<file path="src/rtl/cfwf_pkg.sv">
package cfwf_pkg;

    // Field widths
    localparam int unsigned DATA_W      = 8;
    localparam int unsigned LEN_W       = 9;
    localparam int unsigned CRC_W       = 16;
    localparam int unsigned OUT_TDATA_W = 24;

    // CRC-16/MODBUS
    localparam logic [CRC_W-1:0] CRC_INIT = 16'hFFFF;
    localparam logic [CRC_W-1:0] CRC_POLY = 16'hA001;

    // Frame length limits
    localparam logic [LEN_W-1:0] MIN_SPAN_FLOOR = 9'd3;
    localparam logic [LEN_W-1:0] MIN_FRAME_RST  = 9'd4;
    localparam logic [LEN_W-1:0] OUT_MAX        = 9'd511;

    // Fan-in of one level of the result tree
    localparam int unsigned RADIX = 8;

    // What one cell hands to the next
    typedef struct packed {
        logic             valid;
        logic [CRC_W-1:0] crc;
    } t_cell_link;

    // Fold one byte into a reflected CRC, one bit per step
    function automatic logic [CRC_W-1:0] crc_fold(logic [CRC_W-1:0] crc,
                                                   logic [DATA_W-1:0] b);
        logic [CRC_W-1:0] r;
        r = crc ^ {8'h00, b};
        for (int k = 0; k < 8; k++) begin
            r = r[0] ? ((r >> 1) ^ CRC_POLY) : (r >> 1);
        end
        return r;
    endfunction

endpackage

</file>
<file path="src/rtl/cfwf_reduce.sv">
module cfwf_reduce #(
    parameter  int unsigned N_IN  = 8,
    parameter  int unsigned CW    = 9,
    localparam int unsigned N_OUT = (N_IN + cfwf_pkg::RADIX - 1) / cfwf_pkg::RADIX
) (
    input  logic          i_clk,
    input  logic          i_load,
    input  logic [CW-1:0] i_cnt [N_IN],
    input  logic [CW-1:0] i_max [N_IN],
    output logic [CW-1:0] o_cnt [N_OUT],
    output logic [CW-1:0] o_max [N_OUT]
);

    // One registered sum and maximum per group of inputs
    for (genvar g = 0; g < N_OUT; g++) begin : g_grp
        localparam int unsigned BASE = g * cfwf_pkg::RADIX;
        localparam int unsigned NG   = (N_IN - BASE < cfwf_pkg::RADIX) ?
                                       (N_IN - BASE) : cfwf_pkg::RADIX;

        logic [CW-1:0] n_cnt;
        logic [CW-1:0] n_max;
        logic [CW-1:0] r_cnt;
        logic [CW-1:0] r_max;

        always_comb begin
            n_cnt = '0;
            n_max = '0;
            for (int k = 0; k < NG; k++) begin
                n_cnt = n_cnt + i_cnt[BASE + k];
                if (i_max[BASE + k] > n_max) begin
                    n_max = i_max[BASE + k];
                end
            end
        end

        always_ff @(posedge i_clk) begin
            if (i_load) begin
                r_cnt <= n_cnt;
                r_max <= n_max;
            end
        end

        assign o_cnt[g] = r_cnt;
        assign o_max[g] = r_max;
    end

endmodule

</file>
<file path="config.mk">
export PLATFORM = sky130hd
export DESIGN_NAME = cfwf_reduce
export DESIGN_NICKNAME = d
export VERILOG_FILES = /design/src/rtl/cfwf_pkg.sv /design/src/rtl/cfwf_reduce.sv
export SDC_FILE = /design/constraint.sdc
export NUM_CORES = 1
export LEC_CHECK = 0
export ABC_AREA = 1
export BUFFER_PORTS_ARGS = -buffer_cell sky130_fd_sc_hd__buf_2
export CAP_MARGIN = 20
export CORE_MARGIN = 2
export CORE_UTILIZATION = 53
export CTS_CLUSTER_SIZE = 40
export DETAILED_ROUTE_END_ITERATION = 12
export GPL_TIMING_DRIVEN = 1
export PLACE_DENSITY_LB_ADDON = 0.2
export REMOVE_ABC_BUFFERS = 1
export SLEW_MARGIN = 20
export SYNTH_ARGS = -nofsm -noshare
export SYNTH_HDL_FRONTEND = slang
export SYNTH_SLANG_ARGS = --single-unit
</file>
<file path="constraint.sdc">
create_clock -name i_clk -period 11.9 [get_ports i_clk]
set_input_delay 2.38 -clock i_clk [delete_from_list [all_inputs] [get_ports i_clk]]
set_output_delay 2.38 -clock i_clk [all_outputs]
set_load 0.02 [all_outputs]
</file>
==> results by group, run 1 <==
CTS
  • Max clock buf depth: 2
  • Total CTS buffers: 3
  • CTS sink cnt: 18
  • CTS HTree Levels: 1
  • Root Buffer: clkbuf_8
  • CTS tree: built
  • Post-cts hold buffer count: 0
  • Clk slew on worst S/H paths: 0.07 ns

Global routing
  • Gr ovfl total: 0
  • Vias in the first global route: around 4,500
  • GRT Overall Usage: about 22%
  • First-pass GRT wire length: approximately 18,000 um
  • Initial antenna violation count: 0
  • Largest net degree at the start of global routing: 19

Routing
  • # DRC: 0
  • Avg WL per Cell: approximately 13 um
  • Routed WL: about 11,000 um
  • Drt first-iter violations: around 140
  • First-pass DRT Iterations: 4
  • Final ANT Viol Nets: 0
  • Vias post-DR: about 4,500
  • DR vias/cell: between 5 and 6

Power
  • Power Dens Cells: 242 mW/mm^2
  • Peak VDD IR: approximately 0.12 mV
  • P_leak: approximately 3.5 nW

Layout
  • Diodes inserted: 0
  • Layout area overhead: 28.9%
  • Layout Cells excl Fill: approximately 900
  • Most frequent cells in the layout: 163 x buf_2, 124 x nand2_1, 114 x inv_1, 63 x ha_1, 45 x fa_1
  • Commonest non-fill, non-tap cell in the layout: buf_2
  • Fill count: a little under 700
  • Share of layout cells above drive strength 1: 39.8%
  • Nets: roughly 1,100

STA
  • Fmax: 0.0878 GHz
  • Tcrit/Tclk final: between 90% and 100%
  • Hold slack: around 2.4 ns
  • Final hold vios: 0
  • Measured slew at the worst slew-check pin: 0.384 ns
  • Relative slew slack: around 74%
  • Min Tclk post-route: approximately 11 ns
  • Finish-stage setup viols: 0
  • Max Slew Vio Count: 0

Worst setup path
  • Worst Path Max Fanout: 11
  • Critical Path Start Type: primary input
  • Crit end category: register
  • Worst path required time: 11.91 ns
  • Crit Path Class: in -> reg
  • CP dominant cell by count: nand2_1
  • Highest-delay cell along the critical path: ha_1
  • Crit path DAT: between 10 and 15 ns
  • CP max stage delay: ~0.33 ns

Placement
  • IO buf count: about 160
  • GPL Wtd Cong: roughly 0.94
  • Post-DP HPWL: 10,100 um
  • Placed cell count: about 870

Synthesis
  • Synthesized instance count: 601
  • Ys async rst share: 0%
  • Area leader, netlist: fa_1
  • Seq/Total Area, Yosys: between 10% and 20%
  • Synth cell types: 40
  • Synthesized flop and latch total: 18
  • Mapped cell area: roughly 0.0049 mm^2
  • Area contributors post-synth: fa_1 18%, ha_1 18%, edfxtp_1 11%
  • Post-synth EDFFs: 18
  • Warning count from the yosys run: 0
  • Mapped Avg Cell Area: 8.11 um^2
  • Top-area cell type share of the netlist area: 18.5%
  • Most common flop cell mapped by yosys: edfxtp_1

Floorplanning
  • Die width: roughly 100 um
  • Die height: 99.9 um
  • CORE AREA: just under 0.009 mm^2
  • Row cnt: 34
  • Starting utilization of the core area: between 50% and 60%
  • Die area: approximately 0.01 mm^2
  • I/O pin total: about 160

Status
  • Outcome: finished clean

Flow run
  • Max-cap check violation count: 0

Min path
  • Worst Hold Endpoint: o_max[7]$_DFFE_PP_
  • Hold Crit Class: in -> reg
  • Hold path startpoint: i_max[7]
  • Depth of the worst hold-timing path: 3
==> logic make-up after synthesis <==
kind of cell    after synthesis  synth area share, %
xor+xnor                     18                 3.23
flops                        18                 11.1
fa+ha+maj                   117                 37.0
buf+inv                     122                 9.96
simple gates                285                 33.7
compound gates               41                 5.01
==> worst max-delay path by stage <==
stage                    endpoint       from  slack [ns]
4_1_cts        o_max[4]$_DFFE_PP_  i_max[69]        0.04
3_5_place_dp   o_max[5]$_DFFE_PP_  i_max[69]       -0.21
5_1_grt        o_max[5]$_DFFE_PP_  i_max[66]       -0.15
3_3_place_gp   o_max[4]$_DFFE_PP_  i_max[62]        0.17
2_1_floorplan  o_max[0]$_DFFE_PP_  i_max[71]        0.86
6_report       o_max[5]$_DFFE_PP_  i_max[62]        0.51
==> report_power, final <==
group	internal (mW)	total (mW)	switching, mW
registers	0.150	0.157	0.00729
clock network	0.0229	0.0435	0.0206
logic	0.566	1.32	0.752
==> metal layers <==
| layer | track usage (%) | up-vias | share of wire, % |
|---|---|---|---|
| li1 | - | 2304 | - |
| met1 | 24.1 | 2087 | 37 |
| met2 | 43.3 | 121 | 55 |
| met3 | 3.13 | 21 | 5.4 |
| met4 | 4.11 | 0 | 1.8 |
| met5 | 0 | - | 0 |
==> cell type report <==
class | instances | area, um^2 | area share (%)
clock buffers | 3 | 41.3 | 0.657
clock inverters | 1 | 3.75 | 0.0597
inverters | 119 | 459 | 7.31
multi-input cells | 463 | 4090 | 65.0
flip-flops and latches | 18 | 541 | 8.60
well taps | 108 | 135 | 2.15
repair buffers | 188 | 1010 | 16.1
repair inverters | 1 | 7.51 | 0.119
==> registers in the layout, summed over array words and instances, names as in the netlist <==
register,count
o_cnt,9
o_max,9
==> repair_timing <==
action | 4_1_cts | 5_1_grt
endpoints found under the setup margin | 0 | 9
buffers inserted | 0 | 21
gates resized for setup | 0 | 52
==> synth_stat cells (8+ instances only) <==
library cell / instances
nand3_1: 28
fa_1: 45
nand2_4: 9
nor2_1: 10
nand2_1: 138
xor2_1: 8
inv_1: 114
edfxtp_1: 18
xnor2_1: 10
a21oi_1: 23
and2_1: 9
or2_2: 13
nand2_2: 12
ha_1: 72
nand3_2: 37
==> stage by stage <==
step,setup slack (ns),util (%),area (um^2),setup TNS (ns),total power [mW]
CTS,0.0431,66.6,5860,0,1.36
finish,0.512,71.4,6280,0,1.52
global route,-0.154,71.4,6280,-1.02,1.70
floorplan,0.856,-,4840,0,1.04
global placement,0.171,66.1,5820,0,1.27
detailed placement,-0.214,66.1,5820,-1.82,1.32
==> worst max-delay path, delay by kind of cell <==
family	cells	cell delay, ns
adders and majority gates	7	1.85
AOI/OAI and AO/OA	12	1.53
buffers and inverters	8	0.85
and+or+nand+nor	43	4.72
(Power assumes the default switching activity.)
==> inputs of run 2 (changes only) <==
==> constraint.sdc (replaced) <==
create_clock -name i_clk -period 11.88 [get_ports i_clk]
set_input_delay 2.376 -clock i_clk [delete_from_list [all_inputs] [get_ports i_clk]]
set_output_delay 2.376 -clock i_clk [all_outputs]
set_load 0.02 [all_outputs]
==> run 2 against run 1 <==
Against the previous run:
- sequential share of layout area decreased by 0.41 points
- worst setup slack got worse by 0.053 ns
- cell count grew 0.67%
- critical path type unchanged
- critical endpoint is now o_max[3]$_DFFE_PP_
- highest routed layer unchanged
==> results by group, run 2 (synthesized netlist as in run 1, its figures left out) <==
Power
  • Sw Share: between 50% and 60%
  • Final Power: approximately 1.6 mW
  • Power share of the clock group: about 2.8%
  • Comb power frac: ~87%
  • Sequential power share: under 10%
  • Switch Pwr: around 0.8 mW
  • Internal Power: 0.779 mW
  • P_leak: between 3 and 4 nW
  • Power Dens Cells: roughly 240 mW/mm^2
  • Peak VDD IR: 0.122 mV

Routing
  • First-pass DRT Iterations: 5
  • DR vias/cell: just over 5
  • Drt first-iter violations: ~120
  • Routed WL: 12,200 um
  • Final ANT Viol Nets: 0
  • Vias post-DR: approximately 4,700
  • # DRC: 0
  • Avg WL per Cell: around 13 um

Worst setup path
  • Crit end category: register
  • CP bufs+invs: 11
  • Worst Path Max Fanout: 11
  • Critical Path Start Type: primary input
  • Crit Path Class: in -> reg
  • Crit path DAT: between 10 and 15 ns
  • Highest-delay cell along the critical path: ha_1
  • CP delay by family, top: simple AND/OR/NAND/NOR gates
  • CP dominant cell by count: nand2_1
  • CP max stage delay: 0.30 ns
  • Worst path required time: approximately 12 ns
  • Crit path depth: 73

Layout
  • Fill count: 656
  • Layout Cells excl Fill: about 900
  • Post-layout instance area: approximately 0.0066 mm^2
  • Share of layout cells above drive strength 1: 43.7%
  • Most frequent cells in the layout: 163 x buf_2, 112 x inv_1, 112 x nand2_1, 55 x ha_1, 45 x fa_1
  • Commonest non-fill, non-tap cell in the layout: buf_2
  • Layout area overhead: 35.4%
  • Final core occ: 74.9%
  • Nets: approximately 1,100
  • Diodes inserted: 0

Min path
  • Hold path startpoint: i_max[0]
  • Worst Hold Endpoint: o_max[0]$_DFFE_PP_
  • Depth of the worst hold-timing path: 3
  • Hold Crit Class: in -> reg

Global routing
  • Largest net degree at the start of global routing: 19
  • First-pass GRT wire length: approximately 19,000 um
  • GRT Max-Usage Layer: met2
  • Initial antenna violation count: 0
  • Gr ovfl total: 0
  • Vias in the first global route: 4,581
  • Met1 usage: roughly a quarter
  • Met3 GRT Util: between 2 and 3%
  • GRT Overall Usage: 22.4%
  • Met2 GRT Util: between 40% and 50%

Status
  • Outcome: finished clean

STA
  • Fmax: approximately 0.088 GHz
  • Relative slew slack: about three quarters
  • Max Slew Vio Count: 0
  • Setup Total Neg Slack: 0 ns
  • Setup ws final: ~0.46 ns
  • Tcrit/Tclk final: slightly below 100%
  • Final hold vios: 0
  • Measured slew at the worst slew-check pin: ~0.39 ns
  • Min Tclk post-route: around 11 ns
  • Hold slack: about 2.4 ns
  • Finish-stage setup viols: 0

Floorplanning
  • CORE AREA: 0.00881 mm^2
  • Row cnt: 34
  • I/O pin total: about 160
  • Die area: between 0.009 and 0.01 mm^2
  • Die height: approximately 100 um
  • Starting utilization of the core area: between 50% and 60%
  • Die width: 99.9 um

Placement
  • Cell Area, Placed: between 0.005 and 0.006 mm^2
  • GPL Wtd Cong: 0.948
  • Placed cell count: between 800 and 900
  • Post-DP HPWL: 10,300 um
  • DP Worst Slack: -0.240 ns
  • IO buf count: between 150 and 200

Flow run
  • Max-cap check violation count: 0

CTS
  • Total CTS buffers: 3
  • Root Buffer: clkbuf_8
  • CTS sink cnt: 18
  • Post-cts hold buffer count: 0
  • Max clock buf depth: 2
  • Clk slew on worst S/H paths: approximately 0.070 ns
  • CTS tree: built
  • CTS HTree Levels: 1
run 2: changes by cell type in the layout (fill, tap and decap cells not counted), moves of 8 or more:
cell     change
ha_4         +8
ha_1         -8
nand3_4      +8
nand2_1     -12
nand2_2      +8
run 2: repair_timing:
| action | 4_1_cts | 5_1_grt |
|---|---|---|
| gates resized for setup | 0 | 93 |
| hold endpoints to repair | 0 | 0 |
| setup buffers | 0 | 27 |
| setup endpoints to repair | 0 | 9 |
run 2: cell type report:
class	instances	area, um^2	area share (%)
sequential	18	541	8.19
clock inverter	1	3.75	0.0569
timing repair buffer	194	1090	16.5
multi-input combinational	463	4320	65.5
tap	108	135	2.05
timing repair inverter	1	7.51	0.114
inverter	119	462	7.00
clock buffer	3	41.3	0.626
run 2: metal layers:
metal / vias up / wire length [um]
li1: 2317 / -
met1: 2164 / 4260
met2: 155 / 6870
met3: 31 / 745
met4: 0 / 316
met5: - / 0
run 2: worst min-delay path, stage by stage:
cell,delay (ns)
buf_2,0.09
nand2_1,0.05
nand2_1,0.05
run 2: worst max path at each step:
| stage | end | slack, ns | start |
|---|---|---|---|
| after floorplan | o_max[0]$_DFFE_PP_ | 0.84 | i_max[71] |
| after global placement | o_max[4]$_DFFE_PP_ | 0.17 | i_max[62] |
| after detailed placement | o_max[5]$_DFFE_PP_ | -0.24 | i_max[62] |
| after CTS | o_max[5]$_DFFE_PP_ | 0.02 | i_max[67] |
| after global routing | o_max[5]$_DFFE_PP_ | -0.23 | i_max[66] |
| final | o_max[3]$_DFFE_PP_ | 0.46 | i_max[70] |
run 2: power by group through the flow:
stage	registers, mW	logic [mW]	clock network [mW]
2_1_floorplan	0.202	0.837	0
3_3_place_gp	0.158	1.11	0
3_5_place_dp	0.159	1.16	0
4_1_cts	0.157	1.17	0.0447
5_1_grt	0.161	1.56	0.0475
6_report	0.157	1.39	0.0440
