<file path="config.mk">
export PLATFORM = sky130hd
export DESIGN_NAME = cfwf_cell
export DESIGN_NICKNAME = d
export VERILOG_FILES = /design/src/rtl/cfwf_pkg.sv /design/src/rtl/cfwf_cell.sv
export SDC_FILE = /design/constraint.sdc
export NUM_CORES = 1
export LEC_CHECK = 0
export BUFFER_PORTS_ARGS = -buffer_cell sky130_fd_sc_hd__buf_2
export CAP_MARGIN = 20
export CORE_ASPECT_RATIO = 0.7
export CORE_UTILIZATION = 36
export DETAILED_ROUTE_END_ITERATION = 16
export PLACE_DENSITY_LB_ADDON = 0.25
export SLEW_MARGIN = 20
export SYNTH_ARGS = -nofsm -noshare
export SYNTH_HDL_FRONTEND = slang
export SYNTH_SLANG_ARGS = --single-unit
</file>
<file path="constraint.sdc">
create_clock -name i_clk -period 1.7 [get_ports i_clk]
set_input_delay 0.17 -clock i_clk [delete_from_list [all_inputs] [get_ports i_clk]]
set_output_delay 0.17 -clock i_clk [all_outputs]
set_load 0.01 [all_outputs]
</file>
<file path="src/rtl/cfwf_pkg.sv">
package cfwf_pkg;

    // Field widths
    localparam int unsigned DATA_W      = 8;
    localparam int unsigned LEN_W       = 9;
    localparam int unsigned CRC_W       = 16;
    localparam int unsigned OUT_TDATA_W = 24;

    // CRC-16/MODBUS
    localparam logic [CRC_W-1:0] CRC_INIT = 16'hFFFF;
    localparam logic [CRC_W-1:0] CRC_POLY = 16'hA001;

    // Frame length limits
    localparam logic [LEN_W-1:0] MIN_SPAN_FLOOR = 9'd3;
    localparam logic [LEN_W-1:0] MIN_FRAME_RST  = 9'd4;
    localparam logic [LEN_W-1:0] OUT_MAX        = 9'd511;

    // Fan-in of one level of the result tree
    localparam int unsigned RADIX = 8;

    // What one cell hands to the next
    typedef struct packed {
        logic             valid;
        logic [CRC_W-1:0] crc;
    } t_cell_link;

    // Fold one byte into a reflected CRC, one bit per step
    function automatic logic [CRC_W-1:0] crc_fold(logic [CRC_W-1:0] crc,
                                                   logic [DATA_W-1:0] b);
        logic [CRC_W-1:0] r;
        r = crc ^ {8'h00, b};
        for (int k = 0; k < 8; k++) begin
            r = r[0] ? ((r >> 1) ^ CRC_POLY) : (r >> 1);
        end
        return r;
    endfunction

endpackage

</file>
<file path="src/rtl/cfwf_cell.sv">
module cfwf_cell #(
    parameter int unsigned SPAN = 1
) (
    input  logic                            i_clk,
    input  logic                            i_rst_n,
    input  logic                            i_shift,
    input  logic [cfwf_pkg::DATA_W-1:0]     i_byte,
    input  cfwf_pkg::t_cell_link            i_prev,
    input  logic [cfwf_pkg::LEN_W-1:0]      i_min_span,
    output cfwf_pkg::t_cell_link            o_link,
    output logic                            o_match
);

    logic                         r_valid;
    logic [cfwf_pkg::CRC_W-1:0]   r_crc;
    logic [cfwf_pkg::CRC_W-1:0]   n_crc;

    // CRC of the neighbor's start position, advanced by the new byte
    assign n_crc = cfwf_pkg::crc_fold(i_prev.crc, i_byte);

    // Occupancy moves down the row on every byte that is shifted in
    always_ff @(posedge i_clk) begin
        if (!i_rst_n) begin
            r_valid <= 1'b0;
        end else if (i_shift) begin
            r_valid <= i_prev.valid;
        end
    end

    always_ff @(posedge i_clk) begin
        if (i_shift) begin
            r_crc <= n_crc;
        end
    end

    assign o_link = '{valid: r_valid, crc: r_crc};

    // Zero residue means the trailing two bytes are the CRC of the rest
    assign o_match = r_valid && (r_crc == '0) && (32'(i_min_span) <= SPAN);

endmodule

</file>
==> results of run 1 <==
==> how the worst max path moves through the flow <==
| stage | cells after the start | from | slack [ns] | to |
|---|---|---|---|---|
| finish | 4 | r_crc[10] | 0.15 | o_match |
| floorplan | 4 | i_byte[4] | 0.05 | r_crc[0] |
| detailed placement | 5 | i_byte[4] | -0.11 | r_crc[0] |
| global placement | 5 | i_byte[5] | -0.07 | r_crc[0] |
| global route | 4 | r_crc[14] | 0.007 | o_match |
| CTS | 4 | r_crc[10] | 0.11 | o_match |
==> sequential cells by signal, summed over array words and instances, names as in the netlist <==
signal / flops
r_crc: 16
r_valid: 1
==> stage by stage <==
| stage | std cells | hold slack [ns] | utilization [%] | power, mW | instance area, sq um |
|---|---|---|---|---|---|
| detailed placement | 142 | 0.348 | 58.9 | 1.04 | 1160 |
| floorplan | 51 | 0.269 | - | 0.831 | 796 |
| global placement | 142 | 0.347 | 58.9 | 1.02 | 1160 |
| global route | 146 | 0.0461 | 60.5 | 1.30 | 1190 |
| finish | 146 | 0.0630 | 60.5 | 1.24 | 1190 |
| CTS | 146 | 0.0586 | 60.2 | 1.25 | 1180 |
==> logic make-up (layout without fill, tap and decap cells) <==
group / Yosys count / after routing
xor gates and xnor gates: 21 / 21
DFF: 17 / 17
muxes: 1 / 1
buffers and inverters: 1 / 66
and+or+nand+nor: 11 / 11
==> layout make-up <==
cell class / instances / area share (%)
repair buffers: 62 / 27.9
multi-input cells: 33 / 24.7
clock buffers: 4 / 2.21
flip-flops and latches: 17 / 42.0
well taps: 30 / 3.15
==> report_power, final <==
| part | switching (mW) | total, mW | internal (mW) |
|---|---|---|---|
| Sequential | 0.0365 | 0.602 | 0.565 |
| Combinational | 0.180 | 0.424 | 0.244 |
| Clock | 0.121 | 0.212 | 0.0909 |
| Total | 0.338 | 1.24 | 0.900 |
==> per-layer routing <==
| metal | track usage, % | vias up | wire [um] |
|---|---|---|---|
| li1 | - | 316 | - |
| met4 | 4.17 | 0 | 10 |
| met3 | 3.09 | 2 | 98 |
| met5 | 0 | - | 0 |
| met2 | 23.0 | 32 | 746 |
| met1 | 15.0 | 276 | 713 |
==> layout by cell type, fill, tap and decap left out <==
cell / instances
xor3_2: 1
buf_2: 53
clkbuf_1: 1
xor2_1: 5
buf_4: 9
xnor3_1: 1
dfxtp_1: 1
nor4b_2: 1
nor2_1: 2
nand3_1: 1
nor3_1: 1
mux2i_1: 1
nor2b_1: 1
nand4_1: 1
xnor2_1: 14
nor4_1: 4
clkbuf_4: 3
edfxtp_1: 16
==> what timing repair did <==
item,in CTS,in global routing
gates resized for setup,0,1
hold endpoints to repair,0,0
setup endpoints to repair,0,1
==> impl_metrics.tcl, run 1 <==
set metrics [dict create \
    cp-end-kind "primary output" \
    synth_most_common_cell "edfxtp_1" \
    slowest_stage "edfxtp_1" \
    grt_pass1_wl_um 2090 \
    coreArea_sq_um 1970 \
    wl_um 1570 \
    crit_type "reg2out" \
    cts_inserted_buffers 3 \
    final.min_clock_period_ns 1.55 \
    synth_xor_area_share_pct 26.9 \
    rsz0062_at_grt "false" \
    crit_chain "nor4_1 > nand3_1 > nor2_1 > buf_2" \
    setup_viol 0 \
    regToRegStartpoint "r_valid" \
    arrival_ns 1.38 \
    num_rows 13 \
    numClockSinks 17 \
    drc 0 \
    synth-seq-cells 17 \
    clock_latency_ns 0.27 \
    synth_compound_area_share_pct 0 \
    reg2reg_to "r_valid" \
    drtIter0Drc 11 \
    drtPass1Iterations 2 \
    synth-simple-area-share_pct 8.02 \
    seq_area_frac_synth_pct 62.9 \
    clockRootBuffer "clkbuf_4" \
    synth_nets 88 \
    yosysUniqueCellTypes 15 \
    cts_setup_buffers 0 \
    cap_violations 0 \
    setup_slack_ns 0.151 \
    hold_path_end "r_crc[5]" \
    synth_top_family_by_area "XOR/XNOR gates" \
    drive_above_1_share_pct 57.8 \
    cp_data_required_time_ns 1.53 \
    cts_hold_buf 0 \
    ys_top_cells_by_area "edfxtp_1 60%, xnor2_1 15%, xor2_1 5.5%" \
    grt_pass1_vias 525 \
    tritoncts "yes" \
    synth_mux_area_share_pct 1.26 \
    syn-instance-count 51 \
    yosys_warnings 0 \
    clockBufferDepth 2 \
    slew_headroom_pct 73.6 \
    path_max_fanout 2 \
    startpoint_type "flip-flop" \
    status "completed" \
    synthTopCellsByCount "16 x edfxtp_1, 14 x xnor2_1, 5 x xor2_1, 4 x nor4_1, 2 x nor2_1" \
    hold_path.class "in2reg" \
    io_pins 55 \
    portBuffers 53 \
    vias_per_cell 4.29 \
    async_reset_ff_share_pct 0 \
    rr_worst_depth 2 \
    power_leakage_nw 0.530 \
    post-synth-top-area-cell "edfxtp_1" \
    multiInputGateArea_sq_um 294 \
    fin_skew_ns 0 \
    hold_path_depth 1 \
    nFillCells 164 \
    tns_ns 0 \
    crit_buf_inv 1 \
    report.final.slew_viol_count 0 \
    max_stage_delay_ns 0.39 \
    antenna_found_initial 0 \
    fmax_mhz 646 \
    grt_max_degree 18 \
    power_density_nw_per_um2 1040 \
    htree_num_levels 1 \
    synthAdderAreaFrac_pct 0 \
    gr-total-overflow 0 \
    nNetsFinal 154 \
    routedWlPerCell_um 10.7 \
    min_from "i_prev[13]" \
    ys.flop_type "edfxtp_1" \
    die_w_um 58.2 \
    diodes 0 \
    fp.dieArea_sq_um 2410 \
    critPathTopFamily "simple AND/OR/NAND/NOR gates" \
    r2r_slack_ns 1.10 \
    synth_edf_count 16 \
    gp_congestion 0.660 \
    ant_nets 0 \
    synth_area_sq_um 796 \
    die_height_um 41.3 \
    clk_pin_slew_ns 0.10 \
    place_ws_ns -0.108 \
    seqCellArea_sq_um 500 \
    grt_usage_pct 12.5 \
    vias 626 \
    start_util_pct 40.4 \
    worst_pin_slew_ns 0.396 \
    hold_viol_final 0 \
    ir_worst_vdd_mv 0.425 \
    finalCritPeriodShare_pct 91.1 \
    syn2layout_area_growth_pct 49.7 \
    synth.top_cell.area_share_pct 60.4 \
    syn_avg_cell_area_sq_um 15.6 \
]
No activity file was read; power rests on OpenSTA's default activity.
==> run 2: changes to the inputs <==
SETUP_SLACK_MARGIN = 0.4   (was default)
==> impl_metrics.tcl, run 2 (same netlist as run 1, synthesis figures left out) <==
set metrics [dict create \
    status "completed" \
    grt_max_degree 18 \
    regToRegStartpoint "r_valid" \
    hold_viol_final 0 \
    vias_per_cell 4.23 \
    clock_latency_ns 0.28 \
    fin_area_sq_um 1300 \
    tns_ns 0 \
    dpl_cell_area_sq_um 1160 \
    arrival_ns 1.31 \
    report.final.slew_viol_count 0 \
    total_power_mw 1.25 \
    slew_headroom_pct 74.5 \
    routedWlPerCell_um 10.8 \
    fp.dieArea_sq_um 2410 \
    tritoncts "yes" \
    utilization_pct 66.0 \
    final_cells 144 \
    top_register "r_crc" \
    grt_usage_pct 13.4 \
    ir_worst_vdd_mv 0.334 \
    clockBufferDepth 2 \
    hold_slack_ns 0.0574 \
    layout_common_cells "51 x buf_2, 16 x edfxtp_1, 7 x xnor2_1, 7 x buf_4, 5 x xnor2_2" \
    hold_path_end "r_crc[4]" \
    die_height_um 41.3 \
    diodes 0 \
    setup_slack_ns 0.218 \
    cp_data_required_time_ns 1.53 \
    syn2layout_area_growth_pct 63.2 \
    drc 0 \
    portBuffers 53 \
    power_density_nw_per_um2 963 \
    power_leakage_nw 0.574 \
    final.min_clock_period_ns 1.48 \
    cap_violations 0 \
    num_rows 13 \
    vias 609 \
    rr_worst_depth 2 \
    hpwl_um 1180 \
    numClockSinks 17 \
    startpoint_type "flip-flop" \
    fin_skew_ns 0 \
    rsz0062_at_grt "true" \
    gr-total-overflow 0 \
    coreArea_sq_um 1970 \
    final_common_cell "buf_2" \
    cts_inserted_buffers 3 \
    reg2reg_to "r_valid" \
    min_from "i_prev[12]" \
    place_inst 135 \
    crit_type "reg2out" \
    clk_pin_slew_ns 0.09 \
    clockRootBuffer "clkbuf_4" \
    wl_um 1560 \
    io_pins 55 \
    antenna_found_initial 0 \
    setup_viol 0 \
    drtIter0Drc 11 \
    cts_hold_buf 0 \
    path_max_fanout 2 \
    cp-end-kind "primary output" \
    hold_path_depth 1 \
    r2r_slack_ns 1.08 \
    start_util_pct 40.4 \
    hold_path.class "in2reg" \
    worst_pin_slew_ns 0.382 \
    fmax_mhz 675 \
    gp_congestion 0.618 \
    drtPass1Iterations 3 \
    finalCritPeriodShare_pct 87.2 \
    top_regs "r_crc x16, r_valid x1" \
    place_ws_ns 0.0827 \
    die_w_um 58.2 \
    htree_num_levels 1 \
    drive_above_1_share_pct 68.4 \
    nNetsFinal 152 \
    grt_pass1_wl_um 2250 \
    grt_pass1_vias 573 \
    ant_nets 0 \
    largest_reg_flops 16 \
]
run 2: cell types whose count changed in the layout (fill, tap and decap cells not counted), sizes merged:
cell	change
clkinv	+1
clkbuf	-1
buf	-2
run 2: how the worst max path moves through the flow:
stage	start	end	slack (ns)	depth (start not counted)
floorplan	i_byte[0]	r_crc[0]	0.27	4
global placement	i_byte[0]	r_crc[0]	0.08	5
detailed placement	i_byte[0]	r_crc[0]	0.08	5
CTS	r_crc[6]	o_match	0.18	4
global route	r_crc[5]	o_match	0.11	4
finish	r_crc[5]	o_match	0.22	4
run 2: final cells by class:
type                       count  area [sq um]
multi-input combinational     33           403
sequential                    17           500
fill                         154           669
clock buffer                   3          22.5
clock inverter                 1          5.00
timing repair buffer          60           330
tap                           30          37.5
run 2: layer usage:
metal  global-route usage [%]  wire, um  part of all wire, %  vias up
met5                        0         0                    0        -
met4                     8.93        22                  1.4        0
met3                     1.85       109                  7.0        2
met2                     25.0       788                   51       35
met1                     15.4       634                   41      261
li1                         -         -                    -      311
run 2: repair_timing:
action,4_1_cts,5_1_grt
pin swaps,9,6
setup buffers,4,1
setup endpoints to repair,2,3
resized for setup,7,6
run 2: power by group:
| group | switching, mW | internal, mW |
|---|---|---|
| logic | 0.180 | 0.249 |
| registers | 0.0450 | 0.566 |
| clock network | 0.122 | 0.0873 |
run 2: worst max-delay path, cell delays in order, from the launching register on:
cell	delay, ns
edfxtp_1	0.42
nor4_2	0.28
nand4_1	0.11
nor2_1	0.09
buf_2	0.13
==> run 3: changes to the inputs <==
--- a/config.mk
+++ b/config.mk
@@ -10,5 +10,7 @@
 export CORE_ASPECT_RATIO = 0.7
 export CORE_UTILIZATION = 36
+export CTS_CLUSTER_SIZE = 10
 export DETAILED_ROUTE_END_ITERATION = 16
+export MAX_ROUTING_LAYER = met4
 export PLACE_DENSITY_LB_ADDON = 0.25
 export SETUP_SLACK_MARGIN = 0.4
==> constraint.sdc (replaced) <==
create_clock -name i_clk -period 1.7 [get_ports i_clk]
set_input_delay 0.17 -clock i_clk [delete_from_list [all_inputs] [get_ports i_clk]]
set_output_delay 0.17 -clock i_clk [all_outputs]
set_load 0.02 [all_outputs]
==> impl_metrics.tcl, run 3 (same netlist as run 1, synthesis figures left out) <==
set metrics [dict create \
    clk_pin_slew_ns 0.09 \
    switching_share_pct 30.4 \
    antenna_found_initial 0 \
    hold_path_depth 1 \
    min_from "i_prev[9]" \
    gp_congestion 0.691 \
    drtIter0Drc 6 \
    regToRegStartpoint "r_valid" \
    reg2reg_to "r_valid" \
    rsz0062_at_grt "true" \
    final.min_clock_period_ns 1.56 \
    fmax_mhz 640 \
    diodes 0 \
    p_int_uw 915 \
    report.final.slew_viol_count 0 \
    power_leakage_nw 0.587 \
    p_sw_uw 400 \
    nNetsFinal 153 \
    clockBufferDepth 2 \
    fin_skew_ns 0 \
    ir_worst_vdd_mv 0.424 \
    cp_data_required_time_ns 1.53 \
    clockPowerShare_pct 15.6 \
    tns_ns 0 \
    slowest_stage "edfxtp_1" \
    drive_above_1_share_pct 69.6 \
    final_common_cell "buf_2" \
    dpl_cell_area_sq_um 1170 \
    ant_nets 0 \
    die_height_um 41.3 \
    fin_area_sq_um 1340 \
    grt_pass1_vias 487 \
    grt_pass1_wl_um 2070 \
    layout_common_cells "47 x buf_2, 16 x edfxtp_1, 8 x buf_4" \
    largest_reg_flops 16 \
    r2r_slack_ns 1.10 \
    vias_per_cell 4.23 \
    grt_usage_pct 13.0 \
    hpwl_um 1200 \
    seq_power_share_pct 46.2 \
    hold_path_end "r_crc[1]" \
    coreArea_sq_um 1970 \
    drc 0 \
    path_max_fanout 2 \
    power_density_nw_per_um2 979 \
    htree_num_levels 1 \
    startpoint_type "flip-flop" \
    drtPass1Iterations 4 \
    cp-end-kind "primary output" \
    numClockSinks 17 \
    routedWlPerCell_um 10.2 \
    worst_pin_slew_ns 0.381 \
    cap_violations 0 \
    tritoncts "yes" \
    max_stage_delay_ns 0.41 \
    cts_inserted_buffers 3 \
    arrival_ns 1.39 \
    crit_type "reg2out" \
    gr-total-overflow 0 \
    top_regs "r_crc x16, r_valid x1" \
    io_pins 55 \
    slew_headroom_pct 74.6 \
    vias 614 \
    syn2layout_area_growth_pct 68.7 \
    rr_worst_depth 2 \
    wl_um 1480 \
    setup_viol 0 \
    start_util_pct 40.4 \
    combinationalPowerShare_pct 38.2 \
    clockRootBuffer "clkbuf_4" \
    top_register "r_crc" \
    finalCritPeriodShare_pct 91.9 \
    nFillCells 142 \
    num_rows 13 \
    hold_viol_final 0 \
    clock_latency_ns 0.28 \
    crit_chain "nor4_2 > nand4_1 > nor2_4 > buf_6" \
    grt_max_degree 18 \
    portBuffers 53 \
    die_w_um 58.2 \
    hold_path.class "in2reg" \
    fp.dieArea_sq_um 2410 \
    status "completed" \
]
==> run 3: cell types whose count changed in the layout (fill, tap and decap cells not counted) <==
cell and delta:
nor2_1 -1, nor2_4 +1, buf_6 +3, buf_8 +1, buf_4 +1, buf_2 -4
==> run 3: power by group through the flow <==
stage	sequential, mW	clock (mW)	combinational (mW)
after floorplan	0.706	0	0.186
after CTS	0.609	0.213	0.484
final	0.608	0.205	0.502
after global routing	0.620	0.225	0.540
after detailed placement	0.610	0	0.441
after global placement	0.609	0	0.432
==> run 3: how the worst max path moves through the flow <==
stage          cells past startpoint  slack (ns)  startpoint  endpoint
6_report                           4        0.14   r_crc[11]   o_match
5_1_grt                            4        0.04    r_crc[6]   o_match
4_1_cts                            4        0.11   r_crc[11]   o_match
3_5_place_dp                       5        0.03   i_byte[0]  r_crc[0]
3_3_place_gp                       5        0.07   i_byte[0]  r_crc[0]
2_1_floorplan                      4        0.27   i_byte[0]  r_crc[0]
==> run 3: per-layer routing <==
layer	up-vias	GRT usage [%]	wire, um
li1	311	-	-
met1	267	14.1	570
met2	34	23.0	787
met3	2	3.70	95
met4	0	7.14	22
met5	-	-	0
==> run 3: area by class of cell <==
cell class	instances	area (sq um)	area share, %
Clock buffer	3	22.5	1.68
Sequential cell	17	500	37.3
Timing Repair Buffer	61	367	27.3
Tap cell	30	37.5	2.80
Clock inverter	1	5.00	0.373
Multi-Input combinational cell	33	410	30.6
==> run 3: metrics by stage <==
stage | utilization [%] | hold WS [ns] | cells | setup slack (ns) | total power, mW
detailed placement | 59.2 | 0.348 | 135 | 0.0307 | 1.05
global route | 68.2 | 0.0443 | 145 | 0.0386 | 1.39
finish | 68.2 | 0.0603 | 145 | 0.138 | 1.31
CTS | 65.2 | 0.0535 | 143 | 0.105 | 1.30
floorplan | - | 0.269 | 51 | 0.271 | 0.892
global placement | 59.2 | 0.347 | 135 | 0.0736 | 1.04
==> run 3: worst max-delay path, delay by kind of cell (launching register included) <==
kind / cells / cell delay (ns)
flops: 1 / 0.41
buf+inv: 1 / 0.12
simple gates: 3 / 0.59
==> run 3: repair_timing <==
action,in CTS,in global routing
hold endpoints to repair,0,0
setup endpoints to repair,2,2
setup buffers,4,2
resized for setup,10,10
hold buffers,0,0
cloned,0,0
pin swaps,7,7
